==> src/rdc_pkg.sv <==
`timescale 1ns / 1ps

package rdc_pkg;

	localparam int CNT_W       = 14;
	localparam int OUT_TDATA_W = 16;

	typedef enum logic [2:0] {
		STEP_INIT,
		STEP_GROW_HI,
		STEP_GROW_LO,
		STEP_SHR_HI,
		STEP_SHR_LO,
		STEP_WR_OLD,
		STEP_WR_NEW
	} step_t;

	typedef struct packed {
		logic  load_item;
		logic  clr_en;
		logic  vs_wr;
		logic  vs_rd;
		logic  h_rd;
		logic  h_wr;
		logic  resp_load;
		step_t step;
	} cmd_t;

	typedef struct packed {
		logic clr_last;
		logic kind;
		logic empty;
		logic in_win;
		logic range_bad;
		logic grow_hi;
		logic grow_lo;
		logic shr_hi;
		logic shr_lo;
		logic out_busy;
	} status_t;

endpackage

==> src/rdc_ctrl.sv <==
`timescale 1ns / 1ps

module rdc_ctrl (
	input  logic             clk,
	input  logic             arst_n,
	input  logic             s_tvalid,
	output logic             s_tready,
	input  rdc_pkg::status_t st,
	output rdc_pkg::cmd_t    cmd
);

	typedef enum logic [6:0] {
		ST_CLEAR  = 7'b0000001,
		ST_IDLE   = 7'b0000010,
		ST_DECIDE = 7'b0000100,
		ST_VRD    = 7'b0001000,
		ST_HRD    = 7'b0010000,
		ST_HWR    = 7'b0100000,
		ST_RESP   = 7'b1000000
	} state_t;

	state_t         state_q, state_d;
	rdc_pkg::step_t step_q, step_d;

	assign s_tready = (state_q == ST_IDLE);

	always_comb begin
		state_d  = state_q;
		step_d   = step_q;
		cmd      = '0;
		cmd.step = step_q;
		unique case (state_q)
			ST_CLEAR: begin
				cmd.clr_en = 1'b1;
				if (st.clr_last) begin
					state_d = ST_IDLE;
				end
			end
			ST_IDLE: begin
				if (s_tvalid) begin
					cmd.load_item = 1'b1;
					state_d       = ST_DECIDE;
				end
			end
			ST_DECIDE: begin
				if (!st.kind) begin
					if (st.in_win) begin
						step_d  = rdc_pkg::STEP_WR_OLD;
						state_d = ST_VRD;
					end else begin
						cmd.vs_wr = 1'b1;
						state_d   = ST_IDLE;
					end
				end else if (st.range_bad) begin
					state_d = ST_RESP;
				end else if (st.empty) begin
					step_d  = rdc_pkg::STEP_INIT;
					state_d = ST_VRD;
				end else if (st.grow_hi) begin
					step_d  = rdc_pkg::STEP_GROW_HI;
					state_d = ST_VRD;
				end else if (st.grow_lo) begin
					step_d  = rdc_pkg::STEP_GROW_LO;
					state_d = ST_VRD;
				end else if (st.shr_hi) begin
					step_d  = rdc_pkg::STEP_SHR_HI;
					state_d = ST_VRD;
				end else if (st.shr_lo) begin
					step_d  = rdc_pkg::STEP_SHR_LO;
					state_d = ST_VRD;
				end else begin
					state_d = ST_RESP;
				end
			end
			ST_VRD: begin
				cmd.vs_rd = 1'b1;
				state_d   = ST_HRD;
			end
			ST_HRD: begin
				cmd.h_rd = 1'b1;
				state_d  = ST_HWR;
			end
			ST_HWR: begin
				cmd.h_wr = 1'b1;
				if (step_q == rdc_pkg::STEP_WR_OLD) begin
					step_d  = rdc_pkg::STEP_WR_NEW;
					state_d = ST_HRD;
				end else if (step_q == rdc_pkg::STEP_WR_NEW) begin
					cmd.vs_wr = 1'b1;
					state_d   = ST_IDLE;
				end else begin
					state_d = ST_DECIDE;
				end
			end
			ST_RESP: begin
				if (!st.out_busy) begin
					cmd.resp_load = 1'b1;
					state_d       = ST_IDLE;
				end
			end
			default: begin
				state_d = ST_IDLE;
			end
		endcase
	end

	always_ff @(posedge clk or negedge arst_n) begin
		if (!arst_n) begin
			state_q <= ST_CLEAR;
			step_q  <= rdc_pkg::STEP_INIT;
		end else begin
			state_q <= state_d;
			step_q  <= step_d;
		end
	end

	a_accept_decide: assert property (@(posedge clk) disable iff (!arst_n)
		(state_q == ST_IDLE && s_tvalid) |=> (state_q == ST_DECIDE))
		else $error("accepted beat not decoded");

	a_wr_new_follows_old: assert property (@(posedge clk) disable iff (!arst_n)
		(state_q == ST_HWR && step_q == rdc_pkg::STEP_WR_OLD)
		|=> (state_q == ST_HRD && step_q == rdc_pkg::STEP_WR_NEW))
		else $error("write update lost its second half");

endmodule

==> config.mk <==
export PLATFORM = sky130hd
export DESIGN_NAME = rdc_ctrl
export DESIGN_NICKNAME = d
export VERILOG_FILES = /design/src/rdc_pkg.sv /design/src/rdc_ctrl.sv
export SDC_FILE = /design/constraint.sdc
export NUM_CORES = 1
export LEC_CHECK = 0
export BUFFER_PORTS_ARGS = -buffer_cell sky130_fd_sc_hd__clkbuf_2
export CAP_MARGIN = 20
export CORE_AREA = 2 2 39 41
export CTS_CLUSTER_SIZE = 16
export DETAILED_ROUTE_END_ITERATION = 7
export DIE_AREA = 0 0 41 43
export PLACE_DENSITY = 0.78
export SKIP_CTS_REPAIR_TIMING = 1
export SLEW_MARGIN = 20
export SYNTH_ARGS = -nofsm -noshare
export SYNTH_HDL_FRONTEND = slang
export SYNTH_SLANG_ARGS = --single-unit
==> constraint.sdc <==
create_clock -name clk -period 5 [get_ports clk]
set_clock_uncertainty 0.15 [all_clocks]
set_input_delay 1 -clock clk [delete_from_list [all_inputs] [get_ports clk]]
set_output_delay 1 -clock clk [all_outputs]
set_load 0.01 [all_outputs]
Word-level counts from Yosys, hierarchy flattened

Cells that the tools add are included.

Output and inout bits: 11
Input bits: 13
Bits in registers: 10
Logic and storage cells: 58

Multiplexer cells: 37
Eq/ne operators: 16
Reductions and logical operators: 3

Operators by type and width:

| cell                 | number |
|---|---|
| $mux W7              | 11 |
| $pmux W7 S7          | 1 |
| $mux W3              | 10 |
| $mux W1              | 12 |
| $ne A2 B2 Y1 const B | 4 |
| $eq A7 B1 Y1 const B | 1 |
| $eq A7 B2 Y1 const B | 1 |
| $eq A7 B3 Y1 const B | 1 |
| $eq A7 B4 Y1 const B | 1 |
| $eq A7 B5 Y1 const B | 1 |
| $eq A7 B6 Y1 const B | 1 |
| $eq A7 B7 Y1 const B | 1 |
| $ne A7 B7 Y1 const B | 1 |
| $eq A3 B3 Y1 const B | 2 |
| $ne A3 B3 Y1 const B | 2 |
| $pmux W3 S2          | 1 |
| $reduce_and A5 Y1    | 1 |
| $mux W4              | 1 |
| $reduce_and A3 Y1    | 1 |
| $pmux W1 S2          | 1 |
| $reduce_bool A2 Y1   | 1 |

Longest topological paths before layout

Depth after elaboration: 8
Depth in mapped cells: 5
Depth with buffers taken out: 5

Worst setup path after synthesis

OpenSTA, ideal clock, no wires.

Path kind: register -> output
Start point: register state_q[1]
End point: output port cmd[7] (netlist bit)
Cell stages (with the launch flop): 4
Required time: 3.850 ns
Arrival: 1.859 ns
Buffers on the path: 0
Slack: 1.991 ns
Cell sequence: dfrtp_1 > or4_4 > or4b_4 > o32ai_1

RTL lines:

| element                | line            | text |
|---|---|---|
| from (decl)            | rdc_ctrl.sv:22  | `state_t state_q, state_d;` |
| from (signal assigned) | rdc_ctrl.sv:112 | `state_q <= state_d;` |
| to (decl)              | rdc_ctrl.sv:9   | `output rdc_pkg::cmd_t cmd` |

==> flow_metrics.py <==
metrics = {
    "critical_path": {
        "path_class": "reg2out",
        "regToRegSetupSlack_ns": 2.42,
        "crit_slowest_cell": "or4b_4",
        "cp.arrival_ns": 2.27,
        "r2r-end": "step_q[2]$_DFFE_PN0P_",
        "crit_path_max_fanout": 6,
        "crit_buf_inv": 1,
        "worstPathRequired_ns": 3.85,
        "worstPathCellList": "or4_4, or4b_4, o32ai_1, clkbuf_2",
        "regToRegStartpoint": "state_q[5]$_DFFE_PN0P_",
        "crit_family": "simple AND/OR/NAND/NOR gates",
        "cp-end-kind": "primary output",
        "slowest_delay_ns": 0.54,
        "rr_worst_depth": 4,
        "worstSetupStartpointType": "flip-flop",
    },
    "logic_synthesis": {
        "ys.flop_type": "dfrtp_1",
        "async_reset_ff_share_pct": 100,
        "synth_edf_count": 0,
        "avgSynthCellArea_sq_um": 9.78,
        "yosysSeqAreaShare_pct": 39.6,
        "syn-instance-count": 65,
        "yosysTopAreaCellShare_pct": 35.4,
        "ys_top_cells_by_area": "dfrtp_1 35%, nor2_1 4.7%, a2111oi_4 4.3%",
        "ys_types": 33,
        "ys_seq_elements": 10,
        "yosysTopAreaCell": "dfrtp_1",
        "synth_warnings": 0,
        "netlist_area_sq_um": 636,
        "syn-num-nets": 78,
    },
    "place": {
        "gp_congestion": 0.767,
        "place_area_sq_um": 771,
        "dp_slack_ns": 1.87,
        "post-dp-hpwl_mm": 1.16,
        "port_buffers": 23,
    },
    "die": {
        "num_rows": 14,
        "die_y_um": 43,
        "die_w_um": 41,
        "dieArea_sq_mm": 0.00176,
        "core_sq_mm": 0.00138,
        "initial_core_util_pct": 45.9,
        "num_io_pins": 24,
    },
    "timing": {
        "setup_viol": 0,
        "worstMarginPinSlew_ns": 0.441,
        "rsz0062_at_grt": "false",
        "post-route-period-util_pct": 68.5,
        "hold_violations": 0,
        "slew_violations": 0,
        "worst_slew_margin_rel_pct": 70.2,
        "period_minus_slack_ns": 3.42,
        "setup_ws_ns": 1.58,
        "setup_tns_ns": 0,
        "fmax_mhz": 292,
    },
    "pwr": {
        "comb_power_share_pct": 44.2,
        "pwr-share-seq_pct": 38.9,
        "pwr-share-clk_pct": 17.0,
        "p_sw_w": 0.000132,
        "irDropWorstVdd_uv": 209,
        "p_sw_share_pct": 38.9,
        "p_total_w": 0.000340,
        "p_leak_nw": 0.403,
        "cellPowerDensity_mw_per_mm2": 427,
        "p_int_w": 0.000208,
    },
    "clock_network": {
        "clock_path_buffers": 2,
        "cts.sinks": 10,
        "cts_tree": "done",
        "cts_buffers": 3,
        "htreeDepth": 1,
        "clkSlewWorstSetupHoldPaths_ns": 0.07,
        "cts-root-buf": "clkbuf_4",
        "clkLatencyLatePin_ns": 0.27,
    },
    "run": {
        "cap_violations": 0,
    },
    "detailed_routing": {
        "postRouteAntennaNets": 0,
        "route.detailed.drc": 0,
        "vias": 613,
        "drt-total-wl_mm": 1.44,
        "vias_per_cell": 5.68,
        "drt_iter0_markers": 8,
        "wl_per_cell_um": 13.3,
        "drt_pass1_iterations": 4,
    },
    "global_route": {
        "grt_usage_pct": 19.9,
        "grt_max_degree": 11,
        "antenna_found_initial": 0,
        "grt_overflow": 0,
        "grt_pass1_vias": 558,
        "grt_first_pass_wirelength_mm": 2.37,
    },
    "final_layout": {
        "drive_above_1_share_pct": 37.0,
        "syn_to_final_growth_pct": 25.4,
        "diodes": 0,
        "stdcell_area_sq_um": 797,
        "layout.nets": 106,
        "final_common_cell": "clkbuf_2",
        "final_cell_mix": "23 x clkbuf_2, 9 x dfrtp_1, 8 x nor2_1",
    },
    "hold_path": {
        "hold_path.class": "in2async",
    },
    "outcome": {
        "status": "complete, no violations",
    },
}
## cell usage after synthesis, drive strengths merged (2+ instances only)
library cell / number
o31ai: 2
dfrtp: 9
mux2i: 2
or3: 5
a21oi: 2
or4: 2
nor3: 5
inv: 7
and4b: 2
nor2: 8
or4b: 2
## power groups by stage
stage / sequential [W] / clock, W / combinational [W]
floorplan: 0.000132 / 0 / 0.0000998
CTS: 0.000132 / 0.0000589 / 0.000152
detailed placement: 0.000133 / 0 / 0.000151
global placement: 0.000132 / 0 / 0.000149
global route: 0.000136 / 0.0000629 / 0.000168
finish: 0.000132 / 0.0000577 / 0.000150
## per-stage QoR
stage | instances | utilization, % | hold slack, ns
3_3_place_gp | 104 | 55.7 | 0.464
3_5_place_dp | 104 | 55.7 | 0.467
6_report | 108 | 57.6 | 0.435
2_1_floorplan | 65 | - | 0.422
5_1_grt | 108 | 57.6 | 0.453
4_1_cts | 108 | 57.6 | 0.439
## state kept, by name, summed over array words and instances (netlist names)
register  cells
state_q       7
step_q        3
## how the worst max path moves through the flow
stage	startpoint	endpoint	slack, ns	cells after the start
2_1_floorplan	state_q[1]$_DFFE_PN0P_	cmd[7]	1.99	3
3_3_place_gp	state_q[1]$_DFFE_PN0P_	cmd[7]	1.92	4
3_5_place_dp	state_q[1]$_DFFE_PN0P_	cmd[7]	1.87	4
4_1_cts	state_q[1]$_DFFE_PN0P_	cmd[7]	1.58	4
5_1_grt	state_q[5]$_DFFE_PN0P_	cmd[7]	1.52	4
6_report	state_q[5]$_DFFE_PN0P_	cmd[7]	1.58	4
## metal layers
layer	wire [um]	track usage (%)	vias up	share of wire, %
li1	-	-	303	-
met1	614	26.6	282	43
met2	707	30.9	24	49
met3	92	3.14	4	6.4
met4	25	8.00	0	1.7
met5	0	0	-	0
## kinds of logic after synthesis
| family | synth area share, % |
|---|---|
| multiplexers | 5.51 |
| buffers and inverters | 4.13 |
| XOR/XNOR | 2.76 |
| AO/OA/AOI/OAI | 16.1 |
| flip-flops | 39.6 |
| AND/OR/NAND/NOR | 31.9 |
## final cells by class
class	count	area [sq um]
Clock buffer	4	26.3
Fill cell	129	587
Inverter	7	26.3
Multi-Input combinational cell	48	358
Tap cell	16	20.0
Sequential cell	10	251
Timing Repair Buffer	23	115
Note: power is estimated with default switching activity, not from simulation.
